## config.mk

```make
export PLATFORM = sky130hd
export DESIGN_NAME = krs_ctrl
export DESIGN_NICKNAME = d
export VERILOG_FILES = /design/src/hw/rtl/krs_pkg.sv /design/src/hw/rtl/krs_ctrl.sv
export SDC_FILE = /design/constraint.sdc
export NUM_CORES = 1
export LEC_CHECK = 0
export BUFFER_PORTS_ARGS = -buffer_cell sky130_fd_sc_hd__buf_2
export CAP_MARGIN = 20
export CORE_AREA = 4 4 41 43
export CTS_CLUSTER_DIAMETER = 120
export DETAILED_ROUTE_END_ITERATION = 7
export DIE_AREA = 0 0 45 47
export PLACE_DENSITY = 0.38
export SYNTH_ARGS = -nofsm -noshare
export SYNTH_HDL_FRONTEND = slang
export SYNTH_SLANG_ARGS = --single-unit
```

## constraint.sdc

```tcl
create_clock -name clk_i -period 1.4 [get_ports clk_i]
set_input_delay 0.21 -clock clk_i [delete_from_list [all_inputs] [get_ports clk_i]]
set_output_delay 0.21 -clock clk_i [all_outputs]
set_load 0.02 [all_outputs]
```

## src/hw/rtl/krs_pkg.sv

```systemverilog
// ----------------------------------------------------------------------------
// krs_pkg: shared types for the keyed record store
// Beat payloads, the three bit sets of one record, controller states and the
// command and status groups that join the controller to the datapath.
// ----------------------------------------------------------------------------
package krs_pkg;

  // request mode codes
  localparam logic MODE_LOAD = 1'b0;
  localparam logic MODE_SAVE = 1'b1;

  // request beat
  typedef struct packed {
    logic        mode;
    logic [31:0] player_id;
    logic [63:0] unlocked_lo;
    logic [63:0] unlocked_hi;
    logic [63:0] unseen_lo;
    logic [63:0] unseen_hi;
    logic [63:0] visited_lo;
    logic [63:0] visited_hi;
  } req_t;

  // response beat
  typedef struct packed {
    logic        found;
    logic [2:0]  slot;
    logic        evicted;
    logic [63:0] out_unlocked_lo;
    logic [63:0] out_unlocked_hi;
    logic [63:0] out_unseen_lo;
    logic [63:0] out_unseen_hi;
    logic [63:0] out_visited_lo;
    logic [63:0] out_visited_hi;
  } rsp_t;

  // one record's bit sets, one memory row
  typedef struct packed {
    logic [63:0] unlocked_lo;
    logic [63:0] unlocked_hi;
    logic [63:0] unseen_lo;
    logic [63:0] unseen_hi;
    logic [63:0] visited_lo;
    logic [63:0] visited_hi;
  } bits_t;

  // controller states
  typedef enum logic [2:0] {
    ST_IDLE,
    ST_SCAN,
    ST_RESOLVE,
    ST_READ
  } state_e;

  // controller to datapath
  typedef struct packed {
    logic capture;   // latch the request, restart the scan
    logic issue;     // read key and stamp at the scan index
    logic touch;     // restamp the hit slot
    logic store;     // commit a save
    logic row_rd;    // read the bit set row of the hit slot
    logic rsp_zero;  // respond with zero bit sets
    logic rsp_row;   // respond with the row just read
  } ctrl_cmd_t;

  // datapath to controller
  typedef struct packed {
    logic scan_done;  // every record in use has been read
    logic rd_pend;    // a key and stamp read is being compared
    logic hit;        // key found
    logic mode;       // mode of the held request
  } ctrl_sts_t;

endpackage

```

## src/hw/rtl/krs_ctrl.sv

```systemverilog
// ----------------------------------------------------------------------------
// krs_ctrl: request sequencer of the keyed record store
// Walks a request through the slot scan, the resolve step and, for a load
// hit, the row read; issues commands to the datapath.
// ----------------------------------------------------------------------------
module krs_ctrl (
  input  logic                clk_i,
  input  logic                rst_ni,
  input  logic                start,
  output logic                busy,
  input  krs_pkg::ctrl_sts_t  sts_i,
  output krs_pkg::ctrl_cmd_t  cmd_o
);

  krs_pkg::state_e state_q, state_d;

  // state register
  always_ff @(posedge clk_i or negedge rst_ni) begin
    if (!rst_ni) begin
      state_q <= krs_pkg::ST_IDLE;
    end else begin
      state_q <= state_d;
    end
  end

  assign busy = (state_q != krs_pkg::ST_IDLE);

  // next state and commands
  always_comb begin
    state_d = state_q;
    cmd_o   = '0;
    case (state_q)
      krs_pkg::ST_IDLE: begin
        if (start) begin
          cmd_o.capture = 1'b1;
          state_d       = krs_pkg::ST_SCAN;
        end
      end
      krs_pkg::ST_SCAN: begin
        if (!sts_i.scan_done) begin
          cmd_o.issue = 1'b1;
        end else if (!sts_i.rd_pend) begin
          state_d = krs_pkg::ST_RESOLVE;
        end
      end
      krs_pkg::ST_RESOLVE: begin
        if (sts_i.mode == krs_pkg::MODE_SAVE) begin
          cmd_o.store    = 1'b1;
          cmd_o.rsp_zero = 1'b1;
          state_d        = krs_pkg::ST_IDLE;
        end else if (sts_i.hit) begin
          cmd_o.touch  = 1'b1;
          cmd_o.row_rd = 1'b1;
          state_d      = krs_pkg::ST_READ;
        end else begin
          cmd_o.rsp_zero = 1'b1;
          state_d        = krs_pkg::ST_IDLE;
        end
      end
      krs_pkg::ST_READ: begin
        cmd_o.rsp_row = 1'b1;
        state_d       = krs_pkg::ST_IDLE;
      end
      default: begin
        state_d = krs_pkg::ST_IDLE;
      end
    endcase
  end

endmodule

```

# == Yosys cells after proc, flatten, opt, wreduce, memory -nomap -nowiden ==
# Cells that the tools add are included.
# classes
eq_ne,6
n_mux,17
reduce_logical,3
# ops
op,n
$mux 3,4
$mux 1,10
$pmux 3 s3,1
$eq 3x2->1 const B,2
$ne 2x2->1 const B,3
$mux 4,1
$eq 3x1->1 const B,1
$logic_not 3->1,1
$reduce_and 3->1,1
$reduce_bool 3->1,1
$mux 2,1
# totals
register_bits,3
inputBits,7
output_inout_bits,8

# == Depth between registers and ports, before layout ==
# logic_depth
depth_word,3
mapped_depth,3

# == Worst setup path before layout ==
# OpenSTA, ideal clock, no wires.
# synth_timing
path_type,register -> output
start,register state_q[0]
end,output cmd_o[4] in the netlist's numbering
arrival_ps,1007
path_slack_ps,183
stages_incl_launch_ff,4
n_path_buf,1
path_cell_list,dfrtp_1 nand4bb_2 inv_1 buf_4
# synth_rtl
item,line,source
from (decl),krs_ctrl.sv:15,"krs_pkg::state_e state_q, state_d;"
from (signal assigned),krs_ctrl.sv:20,state_q <= krs_pkg::ST_IDLE;
from (signal assigned),krs_ctrl.sv:22,state_q <= state_d;
to (decl),krs_ctrl.sv:12,output krs_pkg::ctrl_cmd_t cmd_o

==> reports/qor.log <==
[timing] Setup WS post-layout -0.00988 ns
[timing] final setup TNS -0.00988 ns
[grt] antenna violations before repair 0
[routing] detailed router's first-iteration violation count 1
[routing] total iterations of the first detailed-routing run 2
[timing] number of hold violations in the final report 0
[cells_and_area] layout overhead on the synthesized area 91.2%
[place] Area after DPL 251 sq um
[clock_network] clock buffer count from CTS 3
[floorplanning] core area 1300 sq um
[yosys] top-area cell type share of the netlist area 29.4%
[routing] final antenna-violating net count 0
[setup_path] Worst setup SP type flip-flop
[timing] final critical-path share of the clock period 101%
[routing] routed wire length 543 um
[grt] via count of the first global-routing pass 184
[yosys] count of distinct cell types in the synthesized netlist 14
[cells_and_area] number of flip-flops under the largest register name 2
[cells_and_area] share of cells above drive strength 1 73.0%
[yosys] leading area contributor after synthesis sky130_fd_sc_hd__dfrtp_1
[cells_and_area] Finished Layout Cells 52
[pwr] clock share of power 25.5%
[setup_path] slowest stage cell on the critical path sky130_fd_sc_hd__or3b_4
[status] outcome finished, violations left
[yosys] Mapped Nets 25
[status] failing checks negative setup slack
[pwr] net switching component of the power 0.204 mW
[routing] routed wirelength normalized by instance count 10.4 um
[pwr] leakage power of the design 0.179 nW
[routing] number of vias per cell after detailed routing 3.94
[timing] worst slew pin tran 0.139 ns
[cells_and_area] registers with the highest flip-flop counts state_q: 2 flops
[timing] final setup violation count 1
[routing] drc violations 0
[setup_path] category of the critical setup timing path flip-flop to output port
[timing] worst rel slew slack 90.7%
[cells_and_area] Final #Nets 46
[timing] f_max 0.709 GHz
[grt] maximum number of pins on one net before global-route repair 6
[setup_path] Worst EP arrival 1.20 ns
[yosys] flip-flop and latch count after synthesis 2
[clock_network] root cell of the clock tree sky130_fd_sc_hd__clkbuf_4
[grt] Overall Global Routing Usage 5.85%
[clock_network] CTS clock-pin slew for the worst setup and hold paths 0.03 ns
[floorplanning] initial cell density of the core 13.1%
[place] Post-Place Setup Slack 0.143 ns
[pwr] Comb power frac 55.4%
[pwr] proportion of total power due to net switching 38.7%
[timing] final number of max-transition violations 0
[pwr] sequential cell fraction of total power 19.0%
[timing] clock period minus worst slack 1.41 ns
[pwr] Internal Dissipation 0.322 mW
[cells_and_area] Biggest register state_q
[clock_network] clock tree from TritonCTS done
[floorplanning] Die Footprint 2120 sq um
[yosys] Ys Warns 0
[pwr] Pwr Density 1620 nW/um^2
[clock_network] clock net sink count 2
[clock_network] H-tree depth 1
[clock_network] CTS max path bufs 2
[timing] unrepaired setup endpoints after global routing yes
[yosys] sequential element share of the synthesized area 29.4%
[routing] via total after detailed routing 205
[floorplanning] Placement Rows 13
[place] PortBufs 14
[min_path] Hold Crit Class input pin to flip-flop
[yosys] top post-synthesis cells by area sky130_fd_sc_hd__dfrtp_1 (29%), sky130_fd_sc_hd__nand4bb_2 (9.6%), sky130_fd_sc_hd__nand2b_1 (7.4%)
[yosys] count of mapped cells out of synthesis 18
[timing] worst clock skew 0.00256 ns
[grt] wire length of the first global-routing pass 759 um
[clock_network] clock latency at the later pin of the worst-skew pair 0.23 ns
[pwr] worst voltage drop across the vdd grid 0.000603 V
[setup_path] worst endpoint required time 1.19 ns
[job] max-cap violation count 0
[cells_and_area] total non-filler cell area in the finished layout 325 sq um
[setup_path] worst stage delay on the critical path 0.41 ns
[setup_path] critical path, cell by cell or3b_4 -> inv_2 -> buf_6
[setup_path] kind of capture point of the worst setup path output port
[setup_path] setup slack on the worst flop-to-flop path 0.45 ns
[yosys] cell area after synthesis 170 sq um
[cells_and_area] total inserted antenna cells 0
[floorplanning] chip width 45 um
[place] Final HPWL DP 378 um
[floorplanning] die span in y 47 um
[pwr] total design power 0.526 mW
[grt] remaining global-route overflow 0
[setup_path] highest fanout seen on the critical path 3
[floorplanning] # IOs 15
[place] global placer's final weighted congestion 0.676
[place] total instance count after detailed placement 46
[yosys] Mean Syn Cell Area 9.45 sq um
==> synthesized netlist by cell type <==
| library cell | n |
|---|---|
| sky130_fd_sc_hd__and3b_2 | 1 |
| sky130_fd_sc_hd__nand4bb_2 | 1 |
| sky130_fd_sc_hd__inv_1 | 2 |
| sky130_fd_sc_hd__dfrtp_1 | 2 |
| sky130_fd_sc_hd__nor2_1 | 1 |
| sky130_fd_sc_hd__o21ai_1 | 1 |
| sky130_fd_sc_hd__or2_1 | 1 |
| sky130_fd_sc_hd__and2_2 | 1 |
| sky130_fd_sc_hd__nor2b_1 | 2 |
| sky130_fd_sc_hd__nand2b_1 | 2 |
| sky130_fd_sc_hd__nor3b_1 | 1 |
| sky130_fd_sc_hd__o211ai_2 | 1 |
| sky130_fd_sc_hd__or3b_4 | 1 |
| sky130_fd_sc_hd__buf_4 | 1 |
==> critical path: cells and delay by family, from the launching register on <==
kind          cells  cell delay (ns)
simple gates      1             0.41
buf+inv           2             0.17
flops             1             0.40
==> cell families after synthesis <==
group           after synthesis  synth area share, %
simple gates                 11                 51.5
flops                         2                 29.4
buf+inv                       3                 8.83
compound gates                2                 10.3
==> repair_timing <==
action | CTS | global route
resized for setup | 5 | 2
endpoints found under the setup margin | 3 | 4
buffers inserted | 2 | 0
endpoints found under the hold margin | 2 | 0
pin swaps | 1 | 0
hold buffers | 1 | 0
==> layer usage <==
metal,vias up,share of wire [%],global-route usage (%)
li1,99,-,-
met1,86,36,5.01
met2,18,45,8.47
met3,2,16,2.68
met4,0,3.1,8.77
met5,-,0,0
==> cell usage in the layout (no fill, tap or decap), drive strengths merged <==
cell type	netlist	layout
and2	1	1
and3b	1	1
buf	1	16
clkbuf	0	3
dfrtp	2	2
dlygate4sd3	0	1
inv	2	2
nand2b	2	2
nand4bb	1	1
nor2	1	1
nor2b	2	2
nor3b	1	1
o211ai	1	1
o21ai	1	1
or2	1	1
or3b	1	1
==> power by group through the flow <==
stage | Clock (mW) | Sequential (mW) | Combinational [mW]
finish | 0.134 | 0.100 | 0.292
global route | 0.150 | 0.105 | 0.313
CTS | 0.144 | 0.0997 | 0.288
detailed placement | 0 | 0.113 | 0.217
global placement | 0 | 0.109 | 0.215
floorplan | 0 | 0.102 | 0.159
==> stage by stage <==
step | util, % | hold slack (ns)
after global placement | 19.3 | -0.00457
after floorplan | - | -0.0856
after detailed placement | 19.3 | -0.00357
after global routing | 25.0 | 0.252
final | 25.0 | 0.252
after CTS | 24.4 | 0.247
==> final cells by class <==
class                   instances  area, sq um
well taps                      15         18.8
flip-flops and latches          2         51.3
inverters                       2         7.51
multi-input cells              13          121
fillers                       150          976
repair buffers                 17          104
clock buffers                   3         22.5
==> final timing paths <==
| path | cells after the start | to | startpoint |
|---|---|---|---|
| min in group asynchronous | 2 | state_q[0] | rst_ni |
| min | 3 | state_q[1] | sts_i[3] |
| max in group asynchronous | 2 | state_q[1] | rst_ni |
| max | 3 | cmd_o[6] | state_q[1] |
| max reg2reg | 2 | state_q[0] | state_q[1] |
| min reg2reg | 2 | state_q[0] | state_q[1] |
No activity file was read; power rests on OpenSTA's default activity.
