===== config.mk =====
export PLATFORM = sky130hd
export DESIGN_NAME = krs_dpath
export DESIGN_NICKNAME = d
export VERILOG_FILES = /design/src/hw/rtl/krs_pkg.sv /design/src/hw/rtl/krs_dpath.sv
export SDC_FILE = /design/constraint.sdc
export NUM_CORES = 2
export LEC_CHECK = 0
export ABC_CLOCK_PERIOD_IN_PS = 27400
export BUFFER_PORTS_ARGS = -buffer_cell sky130_fd_sc_hd__buf_2
export CORE_MARGIN = 3
export CORE_UTILIZATION = 55
export CTS_CLUSTER_DIAMETER = 50
export DETAILED_ROUTE_END_ITERATION = 8
export PLACE_DENSITY_LB_ADDON = 0.05
export SKIP_CTS_REPAIR_TIMING = 1
export SLEW_MARGIN = 40
export SYNTH_ARGS = -nofsm -noshare
export SYNTH_HDL_FRONTEND = slang
export SYNTH_SLANG_ARGS = --single-unit

===== constraint.sdc =====
create_clock -name clk_i -period 27.4 [get_ports clk_i]
set_input_delay 5.48 -clock clk_i [delete_from_list [all_inputs] [get_ports clk_i]]
set_output_delay 5.48 -clock clk_i [all_outputs]
set_load 0.005 [all_outputs]

===== src/hw/rtl/krs_pkg.sv =====
// ----------------------------------------------------------------------------
// krs_pkg: shared types for the keyed record store
// Beat payloads, the three bit sets of one record, controller states and the
// command and status groups that join the controller to the datapath.
// ----------------------------------------------------------------------------
package krs_pkg;

  // request mode codes
  localparam logic MODE_LOAD = 1'b0;
  localparam logic MODE_SAVE = 1'b1;

  // request beat
  typedef struct packed {
    logic        mode;
    logic [31:0] player_id;
    logic [63:0] unlocked_lo;
    logic [63:0] unlocked_hi;
    logic [63:0] unseen_lo;
    logic [63:0] unseen_hi;
    logic [63:0] visited_lo;
    logic [63:0] visited_hi;
  } req_t;

  // response beat
  typedef struct packed {
    logic        found;
    logic [2:0]  slot;
    logic        evicted;
    logic [63:0] out_unlocked_lo;
    logic [63:0] out_unlocked_hi;
    logic [63:0] out_unseen_lo;
    logic [63:0] out_unseen_hi;
    logic [63:0] out_visited_lo;
    logic [63:0] out_visited_hi;
  } rsp_t;

  // one record's bit sets, one memory row
  typedef struct packed {
    logic [63:0] unlocked_lo;
    logic [63:0] unlocked_hi;
    logic [63:0] unseen_lo;
    logic [63:0] unseen_hi;
    logic [63:0] visited_lo;
    logic [63:0] visited_hi;
  } bits_t;

  // controller states
  typedef enum logic [2:0] {
    ST_IDLE,
    ST_SCAN,
    ST_RESOLVE,
    ST_READ
  } state_e;

  // controller to datapath
  typedef struct packed {
    logic capture;   // latch the request, restart the scan
    logic issue;     // read key and stamp at the scan index
    logic touch;     // restamp the hit slot
    logic store;     // commit a save
    logic row_rd;    // read the bit set row of the hit slot
    logic rsp_zero;  // respond with zero bit sets
    logic rsp_row;   // respond with the row just read
  } ctrl_cmd_t;

  // datapath to controller
  typedef struct packed {
    logic scan_done;  // every record in use has been read
    logic rd_pend;    // a key and stamp read is being compared
    logic hit;        // key found
    logic mode;       // mode of the held request
  } ctrl_sts_t;

endpackage


===== src/hw/rtl/krs_dpath.sv =====
// ----------------------------------------------------------------------------
// krs_dpath: datapath of the keyed record store
// Holds the key, stamp and bit set memories, the fill count and use clock,
// the scan compare and least-stamp tracking, and the response register.
// ----------------------------------------------------------------------------
module krs_dpath #(
  parameter int unsigned RECORD_SLOTS = 8
) (
  input  logic                clk_i,
  input  logic                rst_ni,
  input  krs_pkg::req_t       req_i,
  input  krs_pkg::ctrl_cmd_t  cmd_i,
  output krs_pkg::ctrl_sts_t  sts_o,
  output logic                done_o,
  output krs_pkg::rsp_t       rsp_o
);

  localparam int unsigned IW = $clog2(RECORD_SLOTS);
  localparam int unsigned CW = $clog2(RECORD_SLOTS + 1);
  localparam logic [CW-1:0] SLOTS_C = CW'(RECORD_SLOTS);

  // memories
  logic [31:0]    key_mem   [RECORD_SLOTS];
  logic [31:0]    stamp_mem [RECORD_SLOTS];
  krs_pkg::bits_t row_mem   [RECORD_SLOTS];

  krs_pkg::req_t  req_q;
  logic [CW-1:0]  idx_q;
  logic [IW-1:0]  rd_idx_q;
  logic           rd_pend_q;
  logic [31:0]    key_rd_q;
  logic [31:0]    stamp_rd_q;
  logic           hit_q;
  logic [IW-1:0]  hit_idx_q;
  logic [31:0]    min_q;
  logic [IW-1:0]  min_idx_q;
  logic [CW-1:0]  used_q;
  logic [31:0]    clock_q;
  krs_pkg::bits_t row_rd_q;
  krs_pkg::rsp_t  rsp_q;
  krs_pkg::rsp_t  rsp_d;
  logic           done_q;

  logic           full;
  logic [IW-1:0]  where;
  logic [IW+2:0]  where_ext;
  logic [IW+2:0]  hit_ext;
  logic [31:0]    stamp_new;
  krs_pkg::bits_t wr_row;

  assign full      = (used_q == SLOTS_C);
  assign where     = hit_q ? hit_idx_q : (full ? min_idx_q : used_q[IW-1:0]);
  assign where_ext = {3'b000, where};
  assign hit_ext   = {3'b000, hit_idx_q};
  assign stamp_new = clock_q + 32'd1;

  assign wr_row.unlocked_lo = req_q.unlocked_lo;
  assign wr_row.unlocked_hi = req_q.unlocked_hi;
  assign wr_row.unseen_lo   = req_q.unseen_lo;
  assign wr_row.unseen_hi   = req_q.unseen_hi;
  assign wr_row.visited_lo  = req_q.visited_lo;
  assign wr_row.visited_hi  = req_q.visited_hi;

  // request hold
  always_ff @(posedge clk_i) begin
    if (cmd_i.capture) begin
      req_q <= req_i;
    end
  end

  // key memory
  always_ff @(posedge clk_i) begin
    if (cmd_i.store) begin
      key_mem[where] <= req_q.player_id;
    end
    if (cmd_i.issue) begin
      key_rd_q <= key_mem[idx_q[IW-1:0]];
    end
  end

  // stamp memory
  always_ff @(posedge clk_i) begin
    if (cmd_i.store || cmd_i.touch) begin
      stamp_mem[where] <= stamp_new;
    end
    if (cmd_i.issue) begin
      stamp_rd_q <= stamp_mem[idx_q[IW-1:0]];
    end
  end

  // bit set memory
  always_ff @(posedge clk_i) begin
    if (cmd_i.store) begin
      row_mem[where] <= wr_row;
    end
    if (cmd_i.row_rd) begin
      row_rd_q <= row_mem[where];
    end
  end

  // scan index and read tracking
  always_ff @(posedge clk_i or negedge rst_ni) begin
    if (!rst_ni) begin
      idx_q     <= '0;
      rd_pend_q <= 1'b0;
    end else begin
      rd_pend_q <= cmd_i.issue;
      if (cmd_i.capture) begin
        idx_q <= '0;
      end else if (cmd_i.issue) begin
        idx_q <= idx_q + CW'(1);
      end
    end
  end

  always_ff @(posedge clk_i) begin
    if (cmd_i.issue) begin
      rd_idx_q <= idx_q[IW-1:0];
    end
  end

  // key match, first match wins
  always_ff @(posedge clk_i or negedge rst_ni) begin
    if (!rst_ni) begin
      hit_q <= 1'b0;
    end else if (cmd_i.capture) begin
      hit_q <= 1'b0;
    end else if (rd_pend_q && !hit_q && (key_rd_q == req_q.player_id)) begin
      hit_q <= 1'b1;
    end
  end

  always_ff @(posedge clk_i) begin
    if (rd_pend_q && !hit_q && (key_rd_q == req_q.player_id)) begin
      hit_idx_q <= rd_idx_q;
    end
  end

  // least stamp, lowest index wins a tie
  always_ff @(posedge clk_i) begin
    if (rd_pend_q && ((rd_idx_q == '0) || (stamp_rd_q < min_q))) begin
      min_q     <= stamp_rd_q;
      min_idx_q <= rd_idx_q;
    end
  end

  // fill count and use clock
  always_ff @(posedge clk_i or negedge rst_ni) begin
    if (!rst_ni) begin
      used_q  <= '0;
      clock_q <= '0;
    end else begin
      if (cmd_i.store && !hit_q && !full) begin
        used_q <= used_q + CW'(1);
      end
      if (cmd_i.store || cmd_i.touch) begin
        clock_q <= stamp_new;
      end
    end
  end

  // response next value
  always_comb begin
    rsp_d = '0;
    if (cmd_i.rsp_zero) begin
      if (req_q.mode == krs_pkg::MODE_SAVE) begin
        rsp_d.found   = hit_q;
        rsp_d.slot    = where_ext[2:0];
        rsp_d.evicted = !hit_q && full;
      end
    end else if (cmd_i.rsp_row) begin
      rsp_d.found           = 1'b1;
      rsp_d.slot            = hit_ext[2:0];
      rsp_d.evicted         = 1'b0;
      rsp_d.out_unlocked_lo = row_rd_q.unlocked_lo;
      rsp_d.out_unlocked_hi = row_rd_q.unlocked_hi;
      rsp_d.out_unseen_lo   = row_rd_q.unseen_lo;
      rsp_d.out_unseen_hi   = row_rd_q.unseen_hi;
      rsp_d.out_visited_lo  = row_rd_q.visited_lo;
      rsp_d.out_visited_hi  = row_rd_q.visited_hi;
    end
  end

  // response register
  always_ff @(posedge clk_i) begin
    if (cmd_i.rsp_zero || cmd_i.rsp_row) begin
      rsp_q <= rsp_d;
    end
  end

  always_ff @(posedge clk_i or negedge rst_ni) begin
    if (!rst_ni) begin
      done_q <= 1'b0;
    end else begin
      done_q <= cmd_i.rsp_zero || cmd_i.rsp_row;
    end
  end

  // status
  assign sts_o.scan_done = (idx_q == used_q);
  assign sts_o.rd_pend   = rd_pend_q;
  assign sts_o.hit       = hit_q;
  assign sts_o.mode      = req_q.mode;

  assign done_o = done_q;
  assign rsp_o  = rsp_q;

endmodule

## After elaboration in Yosys (flattened, before gate mapping)

Memories as Yosys holds them, arrays and structs flattened. A register that Yosys moved wholly into a read port is not among the register bits.
Cells that the tools add are included.

| word-level totals | value |
|---|---|
| output and inout bits | 394 |
| memory bits (writable) | 3584 |
| bits in registers | 890 |
| input port bits | 426 |
| memories kept | 3 |
| logic and storage cells | 66 |

| operators by class | value |
|---|---|
| bitwise operators | 1 |
| reductions and logical operators | 15 |
| equality and inequality tests | 3 |
| add/sub/neg operators | 3 |
| $lt $le $gt $ge | 1 |
| muxes and demuxes | 13 |

Memory list:

| name | words | width | rd ports | clocked after Yosys merged registers in | wr ports | line | text |
|---|---|---|---|---|---|---|---|
| row_mem | 8 | 384 | 1 | 1 | 1 | krs_dpath.sv:25 | `krs_pkg::bits_t row_mem [RECORD_SLOTS];` |
| key_mem | 8 | 32 | 1 | 1 | 1 | krs_dpath.sv:23 | `logic [31:0] key_mem [RECORD_SLOTS];` |
| stamp_mem | 8 | 32 | 1 | 1 | 1 | krs_dpath.sv:24 | `logic [31:0] stamp_mem [RECORD_SLOTS];` |

Operators with widths:

| operator | count |
|---|---|
| two-way mux 389 bit | 1 |
| adder 32 x 1 -> 32 bit (second input constant) | 1 |
| equality test 32 bit | 1 |
| < comparator 32 bit | 1 |
| two-way mux 5 bit | 2 |
| adder 4 x 1 -> 4 bit (second input constant) | 2 |
| two-way mux 4 bit | 2 |
| logical AND 1 bit | 6 |
| two-way mux 1 bit | 6 |
| two-way mux 3 bit | 2 |
| equality test 4 bit | 1 |
| equality test 4 bit (second input constant) | 1 |
| nonzero test 2 bit | 2 |
| logical NOT 3 bit | 1 |
| logical OR 1 bit | 3 |
| logical NOT 1 bit | 2 |
| OR reduction 2 bit | 1 |
| inverter 1 bit | 1 |

## Logic depth before layout (Yosys ltp)

| depth | value |
|---|---|
| depth after elaboration | 5 |
| gate-level depth with buffers | 13 |
| depth with buffers taken out | 8 |

## Least setup slack after synthesis

No wires, ideal clock.

| timing path | value |
|---|---|
| path type | input to register |
| start point | in cmd_i[3] (netlist bit) |
| end point | mem key_mem[2][0] (enable) |
| data required time | 26.564 ns |
| cell stages on the path | 2 |
| slack | 11.373 ns |
| path buffers | 1 |
| arrival time | 15.191 ns |
| cells stage by stage | clkbuf_1 -> and3_1 |

| between the ends | value |
|---|---|
| word-level cells in the longest chain between the ends | 2 |

Ends and longest elaborated chain:

| item | line | text |
|---|---|---|
| from (decl) | krs_dpath.sv:12 | `input krs_pkg::ctrl_cmd_t cmd_i,` |
| two-way mux 1 bit | krs_dpath.sv:73 | `if (cmd_i.store) begin` |
| two-way mux 1 bit (implied by the code) | krs_dpath.sv:74 | `key_mem[where] <= req_q.player_id;` |
| to (decl) | krs_dpath.sv:23 |  |

Every way passes these cells.

==> results.cfg <==
[timing]
slew_headroom = 0.373
rsz0062_at_grt = no
finalCritPeriodShare = 0.301
fmax_mhz = 121
skew_ps = 53.8
holdWs_ps = 461
finalHoldViolations = 0
tns_ps = 0
finalSetupViolations = 0
worst_pin_slew_ps = 941
finalMaxSlewViolations = 0
layout_min_cycle_time_ps = 8240

[clock_tree]
cts_buffer_depth = 4
insertion_delay_ps = 1020
cts_root_buffer = clkbuf_16
clkSinkCount = 4922
cts_htree_levels = 6
clkTransAtPathRegs_ps = 50
numCtsBuffers = 535
cts_tree = yes

[critical_path]
crit_family = flip-flops
startpoint_type = flip-flop
slowest_stage = dfrtp_4
critPathArrivalTime_ps = 2760
setup.worst_path.end_class = output pin
crit_type = reg2out
cp_num_buf_inv = 1
required_ps = 21920
cp_max_fo = 26
crit_chain = xor2_1 > nor4_1 > buf_2
cpPeakStageDelay_ps = 690

[cells_and_area]
nets = 10589
final_cell_count_no_fill = 14723
multi_input_area_sq_um = 24700
drive_above_1_share = 0.190
syn_to_final_growth_pct = 15.4
utilization = 0.638
nFillCells = 21548
seqCellArea_sq_um = 148000

[floorplan]
coreArea_sq_um = 315000
chipHeight_microns = 569
ioPinCount = 820
initial_core_util = 0.553
num_rows = 206
die_area_sq_um = 324000
chipWidth_microns = 569

[global_route]
grtUsageMet2 = 0.418
grt_overflow = 0
track_usage = 0.264
use_met1 = 0.385
grt_pass1_wl_microns = 626000
grt_max_degree = 122
antenna_found_initial = 43
grt-busiest-layer = met2
global_route.usage.met3 = 0.0465
grt_pass1_vias = 90366

[job]
cap_violations = 0

[synthesis]
synth_seq_cells = 4922
synth-warning-count = 0
synth_flop_cell = edfxtp_1
synth_edf_count = 4879
syn_area_sq_um = 174000
ys_seq_area_frac = 0.847
synthArstFlopShare = 0.00874
post_synth.cell_area_avg_sq_um = 19.2
synthCells = 9071
synth.net_count = 9532
ys_types = 52

[placed_design]
place_inst = 13738
portBuffers = 819
dp_hpwl_microns = 236000
gp_congestion = 0.790

[drt]
remaining_drc_errors = 0
ant_nets = 0
routed_wirelength_microns = 434000
wire_per_inst_microns = 29.4
vias = 90006
first_iter_violations = 10154
dr.pass1.iters = 6
via_per_inst = 6.11

[run_status]
status = complete, no violations

[pwr]
p_per_area_nw_per_um2 = 109
p_leak_nw = 67.8
irDropWorstVdd_v = 0.0000893

[worst_hold_path]
hp-class = reg2reg
per-stage QoR:
step	power (W)	setup slack (ps)	area (sq um)
after global placement	0.0150	17530	183000
after floorplan	0.0132	11370	174000
after global routing	0.0228	19070	201000
final	0.0219	19160	201000
after detailed placement	0.0151	17970	184000
after CTS	0.0220	19040	201000
synthesized netlist by cell type, types with 2 or more instances:
master | instances | share of area
nor3_2 | 2 | 0.00011
a211oi_1 | 3 | 0.00013
buf_4 | 8 | 0.00034
dfrtp_1 | 43 | 0.0062
nand3b_1 | 2 | 0.000086
nand2b_1 | 4 | 0.00014
and3_1 | 9 | 0.00032
and2_1 | 392 | 0.014
ha_1 | 35 | 0.0025
nand2_1 | 811 | 0.017
nor2b_1 | 6 | 0.00022
edfxtp_1 | 4879 | 0.84
xnor2_1 | 39 | 0.0020
nor2_1 | 41 | 0.00088
nand3_1 | 400 | 0.011
nor4_1 | 9 | 0.00032
inv_1 | 37 | 0.00080
o22ai_1 | 6 | 0.00022
nand4_1 | 13 | 0.00047
mux2i_1 | 7 | 0.00040
a21oi_1 | 389 | 0.011
buf_2 | 220 | 0.0063
mux2_2 | 65 | 0.0042
xor2_1 | 64 | 0.0032
buf_1 | 34 | 0.00073
o21ai_0 | 10 | 0.00029
and4_1 | 2 | 0.00010
nor3_1 | 15 | 0.00043
clkbuf_1 | 219 | 0.0047
nor2_2 | 2 | 0.000072
o22a_1 | 2 | 0.00010
mux4_2 | 128 | 0.017
or3_1 | 3 | 0.00011
a22oi_1 | 768 | 0.033
or2_2 | 3 | 0.00011
a221oi_1 | 385 | 0.019
power breakdown:
group          leakage [nW]  switching, W  internal [W]
clock                  8.27       0.00288       0.00406
sequential             46.3      0.000517        0.0100
combinational          13.2       0.00321       0.00120
sequential cells by signal (all words and copies together), names as in the netlist:
name and count:
rd_idx_q 3, key_rd_q 32, hit_idx_q 3, rd_pend_q 1, rsp_o 389, stamp_mem 256
idx_q 4, min_q 32, req_q 416, sts_o 1, done_o 1, clock_q 32
row_mem 3072, key_mem 256, hit_q 1, used_q 4, row_rd_q 384, stamp_rd_q 32
min_idx_q 3
kinds of logic (layout without fill, tap and decap cells):
| logic type | count (synthesis) | count (layout) | share of synthesized area |
|---|---|---|---|
| flip-flops | 4922 | 4922 | 0.847 |
| AND/OR/NAND/NOR | 1719 | 1719 | 0.0467 |
| AO/OA/AOI/OAI | 1573 | 1573 | 0.0650 |
| buffers and inverters | 519 | 1995 | 0.0130 |
| multiplexers | 200 | 200 | 0.0211 |
| XOR/XNOR | 103 | 103 | 0.00517 |
| adder cells (fa/ha/maj) | 35 | 35 | 0.00251 |
| other | 0 | 16 | 0 |
worst register-to-register path: stages (launching register included):
cell       delay (ps)
dfrtp_1           540
inv_1              80
ha_1              220
nand3b_1          370
mux2i_1           360
a2bb2oi_4         100
buf_12            290
nor2_4            190
buf_6             510
and2_4            690
buf_6             680
buf_6             710
buf_6             620
per-layer routing:
layer | wire [microns] | share of wire | up-vias
li1 | - | - | 38526
met1 | 181000 | 0.42 | 46851
met2 | 205000 | 0.47 | 3985
met3 | 35800 | 0.083 | 630
met4 | 11400 | 0.026 | 14
met5 | 87 | 0.00020 | -
final cells by class:
| type | count | share of cell area |
|---|---|---|
| inverter | 37 | 0.000690 |
| clock inverter | 305 | 0.0148 |
| sequential | 4922 | 0.734 |
| clock buffer | 651 | 0.0699 |
| antenna | 16 | 0.000199 |
| multi-input combinational | 3630 | 0.123 |
| tap | 4160 | 0.0259 |
| timing repair buffer | 1002 | 0.0322 |
final timing paths:
check / from / end / slack (ps) / depth (start not counted)
setup reg to reg: used_q[0] / row_mem[1][279] / 21610 / 12
max in group asynchronous: rst_ni / idx_q[0] / 22240 / 2
hold reg to reg: stamp_rd_q[0] / min_q[0] / 460 / 0
setup / recovery: idx_q[0] / sts_o[3] / 19160 / 3
min in group asynchronous: rst_ni / done_o / 4590 / 2
hold / removal: stamp_rd_q[0] / min_q[0] / 460 / 0
layout by cell type, fill, tap and decap left out, types with 59 or more instances in the layout:
master	count
nand3_1	400
buf_4	76
buf_2	816
edfxtp_1	4879
clkbuf_16	544
buf_6	59
and2_1	386
a21oi_1	389
mux4_2	128
clkinv_1	94
clkbuf_1	103
mux2_2	65
xor2_1	64
a22oi_1	768
nand2_1	811
clkinv_2	81
a221oi_1	385
Note: power is estimated with default switching activity, not from simulation.
